===== src/sv/buzzer_sample_generator_top_defines.svh =====
`ifndef BUZZER_SAMPLE_GENERATOR_TOP_DEFINES_SVH
`define BUZZER_SAMPLE_GENERATOR_TOP_DEFINES_SVH

// same-cycle implication
`define BSG_ASSERT_IMP(lbl, clk, rst_n, ante, cons, msg) \
    lbl: assert property (@(posedge clk) disable iff (!rst_n) (ante) |-> (cons)) \
        else $error(msg);

// next-cycle implication
`define BSG_ASSERT_NXT(lbl, clk, rst_n, ante, cons, msg) \
    lbl: assert property (@(posedge clk) disable iff (!rst_n) (ante) |=> (cons)) \
        else $error(msg);

`endif


===== src/sv/bsg_pkg.sv =====
`timescale 1ns / 1ps
`default_nettype none
package bsg_pkg;

    localparam int PERIOD_W   = 25;
    localparam int VOL_W      = 7;
    localparam int LEN_W      = 13;
    localparam int WORD_W     = 16;
    localparam int DUR_W      = 16;
    localparam int ACC_W      = 26;
    localparam int POS_W      = 12;
    localparam int SAMPLE_W   = 15;
    localparam int AMP_W      = 14;
    localparam int CNT_W      = 6;
    localparam int EDGE_W     = 4;
    localparam int CFG_IDX_W  = 2;
    localparam int CFG_DATA_W = 25;
    localparam int RECIP_W    = 19;
    localparam int AMP_SHIFT  = 23;
    localparam int PROD_W     = 37;

    localparam logic [PERIOD_W-1:0] PERIOD_MIN_Q8  = 25'd262144;
    localparam logic [PERIOD_W-1:0] PERIOD_RST     = 25'd5333333;
    localparam logic [VOL_W-1:0]    VOL_MAX        = 7'd100;
    localparam logic [LEN_W-1:0]    LEN_RST        = 13'd1024;
    localparam logic [LEN_W-1:0]    MAX_BUFFER_LEN = 13'd4096;
    localparam logic [AMP_W-1:0]    AMP_RST        = 14'd8192;
    // ceil(2^23 / 25): amp = vol * 2048 / 25
    localparam logic [RECIP_W-1:0]  AMP_RECIP      = 19'd335545;
    localparam logic [CNT_W-1:0]    CNT_LAST       = 6'd63;
    localparam logic [EDGE_W-1:0]   EDGE_LAST      = 4'd15;

    localparam logic [CFG_IDX_W-1:0] CFG_PERIOD  = 2'd0;
    localparam logic [CFG_IDX_W-1:0] CFG_VOLUME  = 2'd1;
    localparam logic [CFG_IDX_W-1:0] CFG_BUF_LEN = 2'd2;

    typedef logic signed [SAMPLE_W-1:0] t_sample;

    typedef enum logic {
        S_IDLE,
        S_RUN
    } t_state;

    typedef struct packed {
        logic load;
        logic emit;
    } t_cmd;

    typedef struct packed {
        logic due;
        logic more;
        logic out_free;
    } t_sts;

endpackage
`default_nettype wire


===== src/sv/bsg_ifs.sv =====
`timescale 1ns / 1ps
`default_nettype none
interface bsg_in_if;
    logic                        valid;
    logic                        ready;
    logic [bsg_pkg::WORD_W-1:0]  irq_word;
    logic [bsg_pkg::DUR_W-1:0]   instr_time_ns;

    modport source (output valid, output irq_word, output instr_time_ns, input ready);
    modport sink   (input valid, input irq_word, input instr_time_ns, output ready);
endinterface

interface bsg_out_if;
    logic             valid;
    logic             ready;
    bsg_pkg::t_sample sample_value;
    logic             run_last;
    logic             buffer_full;

    modport source (output valid, output sample_value, output run_last, output buffer_full,
                    input ready);
    modport sink   (input valid, input sample_value, input run_last, input buffer_full,
                    output ready);
endinterface

interface bsg_cfg_if;
    logic                           valid;
    logic                           ready;
    logic [bsg_pkg::CFG_IDX_W-1:0]  index;
    logic [bsg_pkg::CFG_DATA_W-1:0] data;

    modport source (output valid, output index, output data, input ready);
    modport sink   (input valid, input index, input data, output ready);
endinterface
`default_nettype wire


===== src/sv/bsg_ctrl.sv =====
`timescale 1ns / 1ps
`default_nettype none
module bsg_ctrl (
    input  wire            i_clk,
    input  wire            i_rst_n,
    input  wire            i_in_valid,
    input  bsg_pkg::t_sts  i_sts,
    output logic           o_in_ready,
    output bsg_pkg::t_cmd  o_cmd
);
    import bsg_pkg::*;

    t_state r_state;
    t_state n_state;

    always_ff @(posedge i_clk) begin
        if (!i_rst_n) begin
            r_state <= S_IDLE;
        end else begin
            r_state <= n_state;
        end
    end

    always_comb begin
        n_state = r_state;
        case (r_state)
            S_IDLE: begin
                if (i_in_valid) begin
                    n_state = S_RUN;
                end
            end
            S_RUN: begin
                if (!i_sts.due) begin
                    n_state = S_IDLE;
                end else if (i_sts.out_free && !i_sts.more) begin
                    n_state = S_IDLE;
                end
            end
            default: n_state = S_IDLE;
        endcase
    end

    always_comb begin
        o_in_ready = 1'b0;
        o_cmd      = '0;
        case (r_state)
            S_IDLE: begin
                o_in_ready = 1'b1;
                o_cmd.load = i_in_valid;
            end
            S_RUN: begin
                o_cmd.emit = i_sts.due && i_sts.out_free;
            end
            default: begin
                o_in_ready = 1'b0;
                o_cmd      = '0;
            end
        endcase
    end
endmodule
`default_nettype wire


===== src/sv/bsg_dpath.sv =====
`timescale 1ns / 1ps
`default_nettype none
module bsg_dpath (
    input  wire                              i_clk,
    input  wire                              i_rst_n,
    input  bsg_pkg::t_cmd                    i_cmd,
    output bsg_pkg::t_sts                    o_sts,
    input  wire                              i_cfg_we,
    input  wire  [bsg_pkg::CFG_IDX_W-1:0]    i_cfg_index,
    input  wire  [bsg_pkg::CFG_DATA_W-1:0]   i_cfg_data,
    input  wire  [bsg_pkg::WORD_W-1:0]       i_irq_word,
    input  wire  [bsg_pkg::DUR_W-1:0]        i_instr_time_ns,
    output logic                             o_out_valid,
    input  wire                              i_out_ready,
    output bsg_pkg::t_sample                 o_sample_value,
    output logic                             o_run_last,
    output logic                             o_buffer_full
);
    import bsg_pkg::*;

    logic [PERIOD_W-1:0] r_period;
    logic [AMP_W-1:0]    r_amp;
    logic [LEN_W-1:0]    r_len;
    logic                r_prev_bit;
    logic [EDGE_W-1:0]   r_edge_cnt;
    logic                r_neg;
    logic [ACC_W-1:0]    r_accum;
    logic [POS_W-1:0]    r_pos;
    logic [CNT_W-1:0]    r_count;
    logic                r_out_valid;
    t_sample             r_sample;
    logic                r_run_last;
    logic                r_full;

    logic [VOL_W-1:0]    w_vol;
    logic [PROD_W-1:0]   w_amp_prod;
    logic [PERIOD_W-1:0] w_period;
    logic [LEN_W-1:0]    w_len;
    logic [LEN_W-1:0]    w_pos_inc;
    logic                w_full;
    t_sample             w_mag;

    // volume clamp and amplitude on the write
    assign w_vol      = (i_cfg_data[VOL_W-1:0] > VOL_MAX) ? VOL_MAX : i_cfg_data[VOL_W-1:0];
    assign w_amp_prod = PROD_W'({w_vol, 11'b0}) * PROD_W'(AMP_RECIP);

    always_ff @(posedge i_clk) begin
        if (!i_rst_n) begin
            r_period <= PERIOD_RST;
            r_amp    <= AMP_RST;
            r_len    <= LEN_RST;
        end else if (i_cfg_we) begin
            case (i_cfg_index)
                CFG_PERIOD:  r_period <= i_cfg_data[PERIOD_W-1:0];
                CFG_VOLUME:  r_amp    <= w_amp_prod[AMP_SHIFT +: AMP_W];
                CFG_BUF_LEN: r_len    <= i_cfg_data[LEN_W-1:0];
                default:     ;
            endcase
        end
    end

    assign w_period = (r_period < PERIOD_MIN_Q8) ? PERIOD_MIN_Q8 : r_period;

    always_comb begin
        w_len = r_len;
        if (r_len == '0) begin
            w_len = LEN_W'(1);
        end else if (r_len > MAX_BUFFER_LEN) begin
            w_len = MAX_BUFFER_LEN;
        end
    end

    assign w_pos_inc = {1'b0, r_pos} + LEN_W'(1);
    assign w_full    = (w_pos_inc >= w_len);
    assign w_mag     = t_sample'({1'b0, r_amp});

    assign o_sts.due      = (r_accum > {1'b0, w_period});
    assign o_sts.more     = (r_accum > {w_period, 1'b0}) && (r_count != CNT_LAST);
    assign o_sts.out_free = !r_out_valid || i_out_ready;

    always_ff @(posedge i_clk) begin
        if (!i_rst_n) begin
            r_prev_bit  <= 1'b0;
            r_edge_cnt  <= '0;
            r_neg       <= 1'b0;
            r_accum     <= '0;
            r_pos       <= '0;
            r_count     <= '0;
            r_out_valid <= 1'b0;
        end else begin
            if (i_cmd.load) begin
                r_prev_bit <= i_irq_word[WORD_W-1];
                if (i_irq_word[WORD_W-1] != r_prev_bit) begin
                    if (r_edge_cnt == EDGE_LAST) begin
                        r_edge_cnt <= '0;
                        r_neg      <= !r_neg;
                    end else begin
                        r_edge_cnt <= r_edge_cnt + EDGE_W'(1);
                    end
                end
                r_accum <= r_accum + {2'b0, i_instr_time_ns, 8'b0};
                r_count <= '0;
            end
            if (i_cmd.emit) begin
                r_accum <= r_accum - {1'b0, w_period};
                r_pos   <= w_full ? '0 : w_pos_inc[POS_W-1:0];
                r_count <= r_count + CNT_W'(1);
            end
            if (i_cmd.emit) begin
                r_out_valid <= 1'b1;
            end else if (i_out_ready) begin
                r_out_valid <= 1'b0;
            end
        end
    end

    always_ff @(posedge i_clk) begin
        if (i_cmd.emit) begin
            r_sample   <= r_neg ? -w_mag : w_mag;
            r_run_last <= !o_sts.more;
            r_full     <= w_full;
        end
    end

    assign o_out_valid    = r_out_valid;
    assign o_sample_value = r_sample;
    assign o_run_last     = r_run_last;
    assign o_buffer_full  = r_full;
endmodule
`default_nettype wire


===== src/sv/buzzer_sample_generator_top.sv =====
// Flow: an input word is taken in S_IDLE; the controller then enters S_RUN and, while
//   samples are due, emits up to 64 sample words per input, one sample a cycle while the
//   output register is free, each held in the output register; no input is taken in S_RUN.
// Reset: i_rst_n synchronous, active low; clears all state but the output data registers,
//   restores the register reset values; no clearing pass, ready the cycle after reset.
`timescale 1ns / 1ps
`default_nettype none
`include "buzzer_sample_generator_top_defines.svh"
module buzzer_sample_generator_top (
    input  wire        i_clk,
    input  wire        i_rst_n,
    bsg_in_if.sink     i_in,
    bsg_out_if.source  o_out,
    bsg_cfg_if.sink    i_cfg
);
    import bsg_pkg::*;

    t_cmd w_cmd;
    t_sts w_sts;
    logic w_in_ready;

    assign i_in.ready  = w_in_ready;
    assign i_cfg.ready = 1'b1;

    bsg_ctrl u_ctrl (
        .i_clk      (i_clk),
        .i_rst_n    (i_rst_n),
        .i_in_valid (i_in.valid),
        .i_sts      (w_sts),
        .o_in_ready (w_in_ready),
        .o_cmd      (w_cmd)
    );

    bsg_dpath u_dpath (
        .i_clk           (i_clk),
        .i_rst_n         (i_rst_n),
        .i_cmd           (w_cmd),
        .o_sts           (w_sts),
        .i_cfg_we        (i_cfg.valid),
        .i_cfg_index     (i_cfg.index),
        .i_cfg_data      (i_cfg.data),
        .i_irq_word      (i_in.irq_word),
        .i_instr_time_ns (i_in.instr_time_ns),
        .o_out_valid     (o_out.valid),
        .i_out_ready     (o_out.ready),
        .o_sample_value  (o_out.sample_value),
        .o_run_last      (o_out.run_last),
        .o_buffer_full   (o_out.buffer_full)
    );

    `BSG_ASSERT_NXT(a_emit_valid, i_clk, i_rst_n, w_cmd.emit, o_out.valid,
        "emitted sample word not held in output register")
    `BSG_ASSERT_IMP(a_no_accept_on_emit, i_clk, i_rst_n, i_in.valid && i_in.ready,
        !w_cmd.emit, "input word taken while a sample is emitted")
    `BSG_ASSERT_NXT(a_last_to_idle, i_clk, i_rst_n, w_cmd.emit && !w_sts.more, i_in.ready,
        "controller did not return to idle after last sample word")
    `BSG_ASSERT_IMP(a_sample_range, i_clk, i_rst_n, o_out.valid,
        (o_out.sample_value <= 15'sd8192) && (o_out.sample_value >= -15'sd8192),
        "sample word out of range")
endmodule
`default_nettype wire

===== src/flat_wrapper.sv =====
// flat-port wrapper written by rule: the top's interface ports become plain ports
module buzzer_sample_generator_top_flat import bsg_pkg::*;
  (i_clk, i_rst_n, i_in_valid, i_in_irq_word, i_in_instr_time_ns, i_in_ready, o_out_valid, o_out_sample_value, o_out_run_last, o_out_buffer_full, o_out_ready, i_cfg_valid, i_cfg_index, i_cfg_data, i_cfg_ready);
  bsg_in_if i_in_i ();
  bsg_out_if o_out_i ();
  bsg_cfg_if i_cfg_i ();
  input  wire i_clk;
  input  wire i_rst_n;
  input wire logic [$bits(i_in_i.valid)-1:0] i_in_valid;
  input wire logic [$bits(i_in_i.irq_word)-1:0] i_in_irq_word;
  input wire logic [$bits(i_in_i.instr_time_ns)-1:0] i_in_instr_time_ns;
  output wire logic [$bits(i_in_i.ready)-1:0] i_in_ready;
  output wire logic [$bits(o_out_i.valid)-1:0] o_out_valid;
  output wire logic [$bits(o_out_i.sample_value)-1:0] o_out_sample_value;
  output wire logic [$bits(o_out_i.run_last)-1:0] o_out_run_last;
  output wire logic [$bits(o_out_i.buffer_full)-1:0] o_out_buffer_full;
  input wire logic [$bits(o_out_i.ready)-1:0] o_out_ready;
  input wire logic [$bits(i_cfg_i.valid)-1:0] i_cfg_valid;
  input wire logic [$bits(i_cfg_i.index)-1:0] i_cfg_index;
  input wire logic [$bits(i_cfg_i.data)-1:0] i_cfg_data;
  output wire logic [$bits(i_cfg_i.ready)-1:0] i_cfg_ready;
  assign i_in_i.valid = i_in_valid;
  assign i_in_i.irq_word = i_in_irq_word;
  assign i_in_i.instr_time_ns = i_in_instr_time_ns;
  assign i_in_ready = i_in_i.ready;
  assign o_out_valid = o_out_i.valid;
  assign o_out_sample_value = o_out_i.sample_value;
  assign o_out_run_last = o_out_i.run_last;
  assign o_out_buffer_full = o_out_i.buffer_full;
  assign o_out_i.ready = o_out_ready;
  assign i_cfg_i.valid = i_cfg_valid;
  assign i_cfg_i.index = i_cfg_index;
  assign i_cfg_i.data = i_cfg_data;
  assign i_cfg_ready = i_cfg_i.ready;
  buzzer_sample_generator_top u_core (.i_clk(i_clk), .i_rst_n(i_rst_n), .i_in(i_in_i), .o_out(o_out_i), .i_cfg(i_cfg_i));
endmodule

===== config.mk =====
export PLATFORM = sky130hd
export DESIGN_NAME = buzzer_sample_generator_top_flat
export DESIGN_NICKNAME = d
export VERILOG_FILES = /design/src/sv/bsg_pkg.sv /design/src/sv/bsg_ifs.sv /design/src/sv/bsg_ctrl.sv /design/src/sv/bsg_dpath.sv /design/src/sv/buzzer_sample_generator_top.sv /design/src/flat_wrapper.sv
export VERILOG_INCLUDE_DIRS = /design/src /design/src/sv
export SDC_FILE = /design/constraint.sdc
export NUM_CORES = 1
export LEC_CHECK = 0
export ABC_CLOCK_PERIOD_IN_PS = 7600
export BUFFER_PORTS_ARGS = -buffer_cell sky130_fd_sc_hd__buf_2
export CAP_MARGIN = 20
export CORE_MARGIN = 3
export CORE_UTILIZATION = 30
export DETAILED_ROUTE_END_ITERATION = 10
export GPL_TIMING_DRIVEN = 0
export PLACE_DENSITY = 0.56
export RECOVER_POWER = 100
export SLEW_MARGIN = 30
export SYNTH_ARGS = -nofsm -noshare
export SYNTH_HDL_FRONTEND = slang
export SYNTH_SLANG_ARGS = --single-unit

===== constraint.sdc =====
create_clock -name i_clk -period 7.6 [get_ports i_clk]
set_input_delay 0.76 -clock i_clk [delete_from_list [all_inputs] [get_ports i_clk]]
set_output_delay 0.76 -clock i_clk [all_outputs]
set_load 0.02 [all_outputs]

==> results of run 1 <==
[report_power, final]
group / leakage [nW] / total [mW] / switching (mW) / internal (mW)
registers: 1.01 / 0.756 / 0.0550 / 0.700
logic: 3.60 / 1.11 / 0.646 / 0.461
clock network: 0.280 / 0.813 / 0.351 / 0.463
[sequential cells by signal, summed over array words and instances (netlist names)]
signal and flops:
u_core.u_ctrl.r_state 1, u_core.u_dpath.o_buffer_full 1, u_core.u_dpath.o_out_valid 1, u_core.u_dpath.o_run_last 1, u_core.u_dpath.o_sample_value 15, u_core.u_dpath.r_accum 26
u_core.u_dpath.r_amp 14, u_core.u_dpath.r_count 6, u_core.u_dpath.r_edge_cnt 4, u_core.u_dpath.r_len 13, u_core.u_dpath.r_neg 1, u_core.u_dpath.r_period 25
u_core.u_dpath.r_pos 12, u_core.u_dpath.r_prev_bit 1
[metal layers]
layer	track usage (%)	up-vias	wire (µm)
li1	-	4569	-
met1	20.5	4287	13400
met2	28.7	180	14200
met3	3.48	32	1480
met4	4.44	2	470
met5	0	-	13
[cells in the final DEF (no fill, tap or decap), drive strengths merged, types with 13 or more instances in the layout]
master  count
a211oi     14
a21o       18
a21oi     115
buf        50
clkbuf     78
dfxtp     104
edfxtp     17
fa         27
ha        144
inv        92
nand2     199
nand2b     14
nand3      40
nand4      21
nor2       53
nor2b      14
nor3       16
o211ai     16
o21a       19
o21ai      46
o22ai      13
or3        31
xnor2      31
xor2       23
[per-stage QoR]
stage / hold slack, ps / instances / power (mW) / setup WS, ps / util [%]
after detailed placement: 450 / 1735 / 1.89 / 1480 / 33.5
final: 459 / 1767 / 2.68 / 1680 / 34.9
after global routing: 475 / 1767 / 2.88 / 1220 / 34.9
after global placement: 444 / 1735 / 1.87 / 1530 / 33.4
after floorplan: 430 / 1226 / 1.61 / 2360 / -
after CTS: 460 / 1767 / 2.71 / 1920 / 35.2
[logic make-up after synthesis]
group                    synth area share, %
AO/OA/AOI/OAI                           19.5
multiplexers                           0.706
buffers and inverters                   5.44
AND/OR/NAND/NOR                         20.8
other                                 0.0371
XOR/XNOR                                4.68
adder cells (fa/ha/maj)                 23.2
flip-flops                              25.7
[worst paths after layout]
path / from / end / slack [ps] / cells after the start
worst max-delay path: u_core.u_dpath.r_period[19] / u_core.u_dpath.r_accum[2] / 1680 / 15
worst min-delay path: u_core.u_dpath.r_period[17] / u_core.u_dpath.r_period[17] / 460 / 2
worst max register to register: u_core.u_dpath.r_period[19] / u_core.u_dpath.r_accum[2] / 1680 / 15
worst min register to register: u_core.u_dpath.r_period[17] / u_core.u_dpath.r_period[17] / 460 / 2
[layout make-up]
class                           count  area [µm²]
Buffer                             44         175
Clock buffer                       17         425
Clock inverter                     15         155
Fill cell                        3572       21400
Inverter                           84         317
Multi-Input combinational cell    977        6940
Sequential cell                   121        2590
Tap cell                          442         553
Timing Repair Buffer               67         309
[worst min-delay path: cells and delay by family (launching register included)]
kind	cells	cell delay, ps
DFF	1	310
and+or+nand+nor	1	50
AOI/OAI and AO/OA	1	50
==> results.py, run 1 <==
metrics = {
    "outcome": {
        "status": "finished, violations left",
        "violations": "max-capacitance violations, max-slew violations",
    },
    "logic_synthesis": {
        "synth-edff-count": 17,
        "synth.top_cells.by_area": "dfxtp_1 (21%), ha_1 (18%), nand2_1 (7.3%)",
        "syn-cell-area_um2": 10100,
        "ys_async_sr_fraction_pct": 0,
        "postSynthCellCount": 1226,
        "synth_top_flop_cell": "dfxtp_1",
        "synth_most_common_cell": "nand2_1",
        "ys_ff_latch": 121,
        "synth_top_cell_by_area": "dfxtp_1",
        "synth_cell_types": 72,
        "syn_area_per_cell_um2": 8.24,
        "synth_common_cells": "nand2_1 (197), ha_1 (144), a21oi_1 (115), dfxtp_1 (104), inv_1 (82)",
        "yosysSeqAreaShare_pct": 25.7,
        "synth_warnings": 0,
        "syn_nets": 1461,
        "yosysTopAreaCellShare_pct": 20.6,
    },
    "worst_setup_path": {
        "crit_slowest_cell": "clkbuf_1",
        "crit_required_ps": 7930,
        "cp_cell_sequence": "nor4_1, nand2_1, clkbuf_1, nand2_1, ha_1, a211oi_1, o211ai_1, a21oi_1, o21ai_0, a2bb2oi_1, nand2b_1, clkbuf_1, clkinvlp_2, clkbuf_1, a211oi_1",
        "cpPeakStageDelay_ps": 800,
        "cp_top_family": "compound AO/OA/AOI/OAI gates",
        "cp-start-kind": "flip-flop",
        "cp_max_fo": 26,
        "crit_top_cell": "clkbuf_1",
        "end_kind": "flip-flop",
        "crit_arrival_ps": 6250,
        "path_class": "flip-flop to flip-flop",
        "path_buf_inv": 4,
    },
    "cts": {
        "cts_tree": "built",
        "cts_htree_levels": 4,
        "clock_latency_ps": 430,
        "postCtsHoldBufs": 0,
        "cts_buffers": 17,
        "clock-sinks": 121,
        "cts_max_path_buffers": 2,
        "cts.reportedPaths.clkPinSlew_ps": 60,
        "postCtsResizedCells": 0,
        "postCtsSetupBuffers": 0,
        "cts_root_buffer": "clkbuf_16",
    },
    "sta": {
        "rsz0062_at_grt": "false",
        "tns_ps": 0,
        "period_share_pct": 77.8,
        "fmax_mhz": 169,
        "finalCriticalPeriod_ps": 5920,
        "finalHoldViolations": 0,
        "skew_ps": 12.3,
        "drv_slew": 27,
        "setup_viol": 0,
        "tightestPinTransition_ps": 1790,
        "slew_headroom_pct": -19.5,
    },
    "cells_and_area": {
        "drive_gt1_share_pct": 7.62,
        "nNetsFinal": 1547,
        "final_area_um2": 11500,
        "diodes": 0,
        "area_growth_pct": 13.5,
    },
    "routing": {
        "ant_nets": 0,
        "wirelength_um": 29600,
        "vias_per_cell": 5.13,
        "drc": 0,
        "num_vias": 9070,
        "wl_per_cell_um": 16.7,
        "drt_pass1_iterations": 5,
        "drt_first_iter_violations": 598,
    },
    "grt": {
        "grt_pass1_wl_um": 46800,
        "grt-ovfl-total": 0,
        "grt_pass1_vias": 8882,
        "grt_max_degree": 27,
        "grtUsageTotal_pct": 16.4,
        "antenna_found_initial": 1,
    },
    "die": {
        "dieArea_um2": 35900,
        "io_pins": 84,
        "die_h_um": 190,
        "die_w_um": 190,
        "design.core.area_um2": 32900,
        "placementRows": 66,
        "initial_core_util_pct": 30.7,
    },
    "pwr": {
        "ir_drop_mv": 0.150,
        "power_leakage_nw": 4.89,
        "power.density_nw_per_um2": 233,
    },
    "placement": {
        "gp_congestion": 0.915,
        "placed_cell_area_um2": 11000,
        "io_buffers": 67,
        "dp_hpwl_um": 23300,
    },
    "min_path": {
        "hold_path_class": "flip-flop to flip-flop",
    },
    "run": {
        "maxCapViolations": 1,
    },
}
Power figures use the tool's default switching activity.
==> run 2: changes to the inputs <==
Settings changed: ABC_AREA set to 1, ABC_CLOCK_PERIOD_IN_PS 7600 to 5750.
Clock period 7.6 ns to 5.75 ns, I/O delays scaled along.
==> results.py, run 2 <==
metrics = {
    "routing": {
        "ant_nets": 0,
        "wirelength_um": 33900,
        "drc": 0,
        "num_vias": 10600,
        "drt_pass1_iterations": 5,
        "drt_first_iter_violations": 569,
        "wl_per_cell_um": 15.7,
        "vias_per_cell": 4.93,
    },
    "logic_synthesis": {
        "syn_area_per_cell_um2": 6.83,
        "yosysSeqAreaShare_pct": 23.8,
        "ys_async_sr_fraction_pct": 0,
        "ys_ff_latch": 121,
        "yosysTopAreaCellShare_pct": 19.1,
        "synth_common_cells": "nand2_1 (379), inv_1 (217), a21oi_1 (170), nor2_1 (150), ha_1 (144)",
        "synth.top_cells.by_area": "dfxtp_1 (19%), ha_1 (17%), nand2_1 (13%)",
        "postSynthCellCount": 1596,
        "synth_cell_types": 46,
        "synth-edff-count": 17,
        "syn_nets": 1831,
        "syn-cell-area_um2": 10900,
        "synth_top_cell_by_area": "dfxtp_1",
        "synth_top_flop_cell": "dfxtp_1",
        "synth_warnings": 0,
        "synth_most_common_cell": "nand2_1",
    },
    "cts": {
        "clock-sinks": 121,
        "cts.reportedPaths.clkPinSlew_ps": 60,
        "cts_htree_levels": 4,
        "cts_buffers": 17,
        "postCtsHoldBufs": 0,
        "cts_tree": "built",
        "cts_root_buffer": "clkbuf_16",
        "postCtsResizedCells": 0,
        "clock_latency_ps": 430,
        "cts_max_path_buffers": 2,
        "postCtsSetupBuffers": 0,
    },
    "sta": {
        "finalHoldViolations": 0,
        "period_share_pct": 89.2,
        "drv_slew": 27,
        "skew_ps": 16.1,
        "rsz0062_at_grt": "false",
        "slew_headroom_pct": -6.05,
        "fmax_mhz": 195,
        "tns_ps": 0,
        "setup_viol": 0,
        "hold_slack_ps": 374,
        "finalCriticalPeriod_ps": 5130,
        "tightestPinTransition_ps": 1590,
    },
    "die": {
        "dieArea_um2": 38600,
        "design.core.area_um2": 35700,
        "placementRows": 69,
        "die_w_um": 197,
        "io_pins": 84,
        "die_h_um": 197,
        "initial_core_util_pct": 30.6,
    },
    "worst_setup_path": {
        "cpPeakStageDelay_ps": 570,
        "end_kind": "flip-flop",
        "crit_arrival_ps": 5430,
        "crit_slowest_cell": "fa_1",
        "crit_top_cell": "inv_1",
        "cp_cell_sequence": "clkbuf_1, inv_1, nand2_1, nand2_1, a31oi_1, inv_1, nand2_1, inv_1, fa_1, inv_1, fa_1, inv_1, fa_1, inv_1, fa_1, inv_1, ha_1, nand2_1, inv_1, a21boi_0, o21bai_1, a21oi_1, xor2_1, a21oi_1",
        "cp-start-kind": "input pin",
        "cp_max_fo": 5,
        "crit_required_ps": 6050,
        "path_class": "input pin to flip-flop",
    },
    "grt": {
        "grt_pass1_vias": 10300,
        "antenna_found_initial": 0,
        "grt_pass1_wl_um": 53800,
        "grt_max_degree": 27,
        "grtUsageTotal_pct": 17.4,
        "grt-ovfl-total": 0,
    },
    "pwr": {
        "ir_drop_mv": 0.222,
        "power_leakage_nw": 6.14,
        "power.density_nw_per_um2": 320,
    },
    "cells_and_area": {
        "area_growth_pct": 12.8,
        "final_area_um2": 12300,
        "nNetsFinal": 1917,
        "diodes": 0,
        "regMostFlops": "u_core.u_dpath.r_accum",
        "final_common_cell": "nand2_1",
        "largest_reg_flops": 26,
        "final_cell_mix": "nand2_1 (381), inv_1 (219), a21oi_1 (171), nor2_1 (150), ha_1 (144)",
        "drive_gt1_share_pct": 5.43,
        "final_util_pct": 34.5,
    },
    "placement": {
        "io_buffers": 67,
        "dp_hpwl_um": 27800,
        "gp_congestion": 0.937,
        "placed_cell_area_um2": 11800,
    },
    "min_path": {
        "hold_path_class": "input pin to flip-flop",
    },
    "run": {
        "maxCapViolations": 1,
    },
    "outcome": {
        "violations": "max-capacitance violations, max-slew violations",
        "status": "finished, violations left",
    },
}
-- run 2: layer usage --
metal	GRT usage (%)	share of wire (%)	vias to the layer above
met5	0	0	-
met2	30.2	47	199
li1	-	-	5438
met4	4.75	2.0	0
met3	1.78	3.7	37
met1	23.2	47	4965
-- run 2: metrics by stage --
stage | total power, mW | std cells | setup slack, ps
2_1_floorplan | 2.38 | 1596 | 1020
3_3_place_gp | 2.87 | 2124 | 305
3_5_place_dp | 2.89 | 2124 | 254
4_1_cts | 3.97 | 2156 | 686
5_1_grt | 4.27 | 2156 | 208
6_report | 3.93 | 2156 | 622
-- run 2: cells by family (layout without fill, tap and decap cells) --
group | after synthesis | count (layout) | synth area share, %
AO/OA/AOI/OAI | 320 | 320 | 15.6
XOR/XNOR | 41 | 41 | 3.30
adder cells (fa/ha/maj) | 171 | 171 | 21.5
buffers and inverters | 258 | 357 | 9.32
flip-flops | 121 | 121 | 23.8
other | 1 | 1 | 0.0344
AND/OR/NAND/NOR | 684 | 684 | 26.4
-- run 2: path summary, 6_finish.rpt --
check,cells after the start,end,startpoint,slack [ps]
hold reg to reg,2,u_core.u_dpath.r_count[3],u_core.u_dpath.r_count[3],460
hold / removal,3,u_core.u_dpath.r_period[13],i_cfg_data[13],370
setup / recovery,24,u_core.u_dpath.r_amp[5],i_cfg_data[2],620
setup reg to reg,18,u_core.u_dpath.o_sample_value[9],u_core.u_dpath.r_period[22],1070
-- run 2: cell type report --
class	instances	area (µm²)
tap	461	577
clock inverter	12	118
clock buffer	20	458
timing repair buffer	67	307
fill	3920	23400
buffer	34	140
multi-input combinational	1217	7260
sequential	121	2590
inverter	224	841
-- run 2: where the power goes --
group	leakage, nW	switching [mW]	internal (mW)
Sequential	1.01	0.0711	0.928
Clock	0.269	0.437	0.625
Combinational	4.87	1.22	0.653
Total	6.14	1.72	2.21
-- run 2: worst max-delay path: cells and delay by family --
family          cells  cell delay (ps)
fa+ha+maj           5             2430
simple gates        4              520
compound gates      5              930
xor+xnor            1              220
buf+inv             9              730
==> run 3: changes to the inputs <==
Settings changed: CORE_UTILIZATION 30 to 31, PLACE_DENSITY 0.56 to 0.57.
==> results.py, run 3 (synthesized netlist as in run 2, its figures left out) <==
metrics = {
    "outcome": {
        "status": "finished, violations left",
        "violations": "max-capacitance violations, max-slew violations",
    },
    "die": {
        "die_h_um": 193,
        "initial_core_util_pct": 31.5,
        "dieArea_um2": 37400,
        "die_w_um": 193,
        "placementRows": 68,
        "io_pins": 84,
        "design.core.area_um2": 34600,
    },
    "worst_setup_path": {
        "end_kind": "flip-flop",
        "cp_top_family": "adder cells",
        "cp-start-kind": "input pin",
        "path_class": "input pin to flip-flop",
        "cp_max_fo": 5,
        "path_buf_inv": 9,
        "cp_cell_sequence": "buf_2, inv_1, nand2_1, nand2_1, a31oi_1, inv_1, nand2_1, inv_1, fa_1, inv_1, fa_1, inv_1, fa_1, inv_1, fa_1, inv_1, ha_1, nand2_1, inv_1, a21boi_0, o21bai_1, a21oi_1, xor2_1, a21oi_1",
        "crit_arrival_ps": 5320,
        "crit_slowest_cell": "fa_1",
        "crit_top_cell": "inv_1",
        "crit_required_ps": 6060,
        "cpPeakStageDelay_ps": 560,
    },
    "run": {
        "maxCapViolations": 1,
    },
    "placement": {
        "gp_congestion": 0.923,
        "dp_hpwl_um": 27500,
        "placed_cell_area_um2": 11800,
        "io_buffers": 67,
    },
    "sta": {
        "setup_viol": 0,
        "tns_ps": 0,
        "rsz0062_at_grt": "false",
        "skew_ps": 14.1,
        "drv_slew": 27,
        "tightestPinTransition_ps": 1580,
        "finalHoldViolations": 0,
        "slew_headroom_pct": -5.54,
        "fmax_mhz": 200,
        "finalCriticalPeriod_ps": 5010,
        "period_share_pct": 87.1,
    },
    "routing": {
        "num_vias": 10600,
        "drt_pass1_iterations": 6,
        "drt_first_iter_violations": 628,
        "wl_per_cell_um": 15.5,
        "vias_per_cell": 4.92,
        "ant_nets": 0,
        "drc": 0,
        "wirelength_um": 33400,
    },
    "grt": {
        "top_usage_layer": "met2",
        "grt_util_met1_pct": 23.6,
        "antenna_found_initial": 0,
        "grt_pass1_vias": 10000,
        "grt_max_degree": 27,
        "grtUsageTotal_pct": 17.5,
        "use_met2_pct": 29.9,
        "use_met3_pct": 2.21,
        "grt_pass1_wl_um": 52900,
        "grt-ovfl-total": 0,
    },
    "cells_and_area": {
        "diodes": 0,
        "largest_reg_flops": 26,
        "drive_gt1_share_pct": 5.49,
        "final_area_um2": 12300,
        "final_common_cell": "nand2_1",
        "area_growth_pct": 12.5,
        "final_cell_mix": "nand2_1 (380), inv_1 (220), a21oi_1 (171), nor2_1 (150), ha_1 (144)",
        "nNetsFinal": 1917,
        "regMostFlops": "u_core.u_dpath.r_accum",
    },
    "cts": {
        "clock_latency_ps": 430,
        "postCtsHoldBufs": 0,
        "cts.reportedPaths.clkPinSlew_ps": 70,
        "postCtsSetupBuffers": 0,
        "cts_tree": "built",
        "cts_root_buffer": "clkbuf_16",
        "cts_buffers": 17,
        "cts_max_path_buffers": 2,
        "postCtsResizedCells": 0,
        "clock-sinks": 121,
        "cts_htree_levels": 4,
    },
    "pwr": {
        "power.density_nw_per_um2": 316,
        "ir_drop_mv": 0.200,
        "power_leakage_nw": 6.14,
    },
    "min_path": {
        "hold_path_class": "input pin to flip-flop",
    },
}
[run 3: cell type report]
cell class	instances	area, µm²
multi-input cells	1217	7260
repair buffers	67	308
plain buffers	34	135
clock inverters	14	115
clock buffers	18	429
flip-flops and latches	121	2590
inverters	224	841
well taps	455	569
fillers	3766	22400
[run 3: through the flow]
| stage | util, % | hold WS [ps] | cells | power (mW) | setup WS, ps |
|---|---|---|---|---|---|
| finish | 35.4 | 370 | 2150 | 3.87 | 744 |
| global route | 35.4 | 379 | 2150 | 4.21 | 266 |
| CTS | 35.6 | 361 | 2150 | 3.90 | 725 |
| detailed placement | 34.1 | 448 | 2118 | 2.88 | 297 |
| global placement | 34.1 | 448 | 2118 | 2.87 | 336 |
| floorplan | - | 429 | 1596 | 2.38 | 1020 |
[run 3: worst reg2reg max path: stages (launching register included)]
cell and delay (ps):
dfxtp_1 290, inv_1 180, nand4_1 120, nor2_1 210, clkinv_1 310, clkbuf_1 350
nand2_1 200, ha_1 220, nand2_1 110, inv_1 100, nand2_1 60, nand2_1 60
nand2_1 50, nand3_1 230, nand2_1 110, nand3_2 70, nand3_1 220, inv_1 200
clkbuf_1 1160
[run 3: routing by layer]
layer / wire, µm / up-vias
met4: 612 / 0
met2: 15900 / 208
met5: 0 / -
met3: 1170 / 35
li1: - / 5433
met1: 15700 / 4910
[run 3: worst paths after layout]
| check | from | to | slack [ps] | cells after the start |
|---|---|---|---|---|
| max reg2reg | u_core.u_dpath.r_period[24] | u_core.u_dpath.o_sample_value[12] | 1060 | 18 |
| min reg2reg | u_core.u_dpath.r_amp[0] | u_core.u_dpath.o_sample_value[0] | 460 | 0 |
| max | i_cfg_data[2] | u_core.u_dpath.r_amp[5] | 740 | 24 |
| min | i_cfg_data[22] | u_core.u_dpath.r_period[22] | 370 | 3 |
[run 3: where the power goes]
group          switching [mW]  internal, mW
Clock                   0.455         0.561
Combinational            1.20         0.653
Sequential             0.0724         0.928
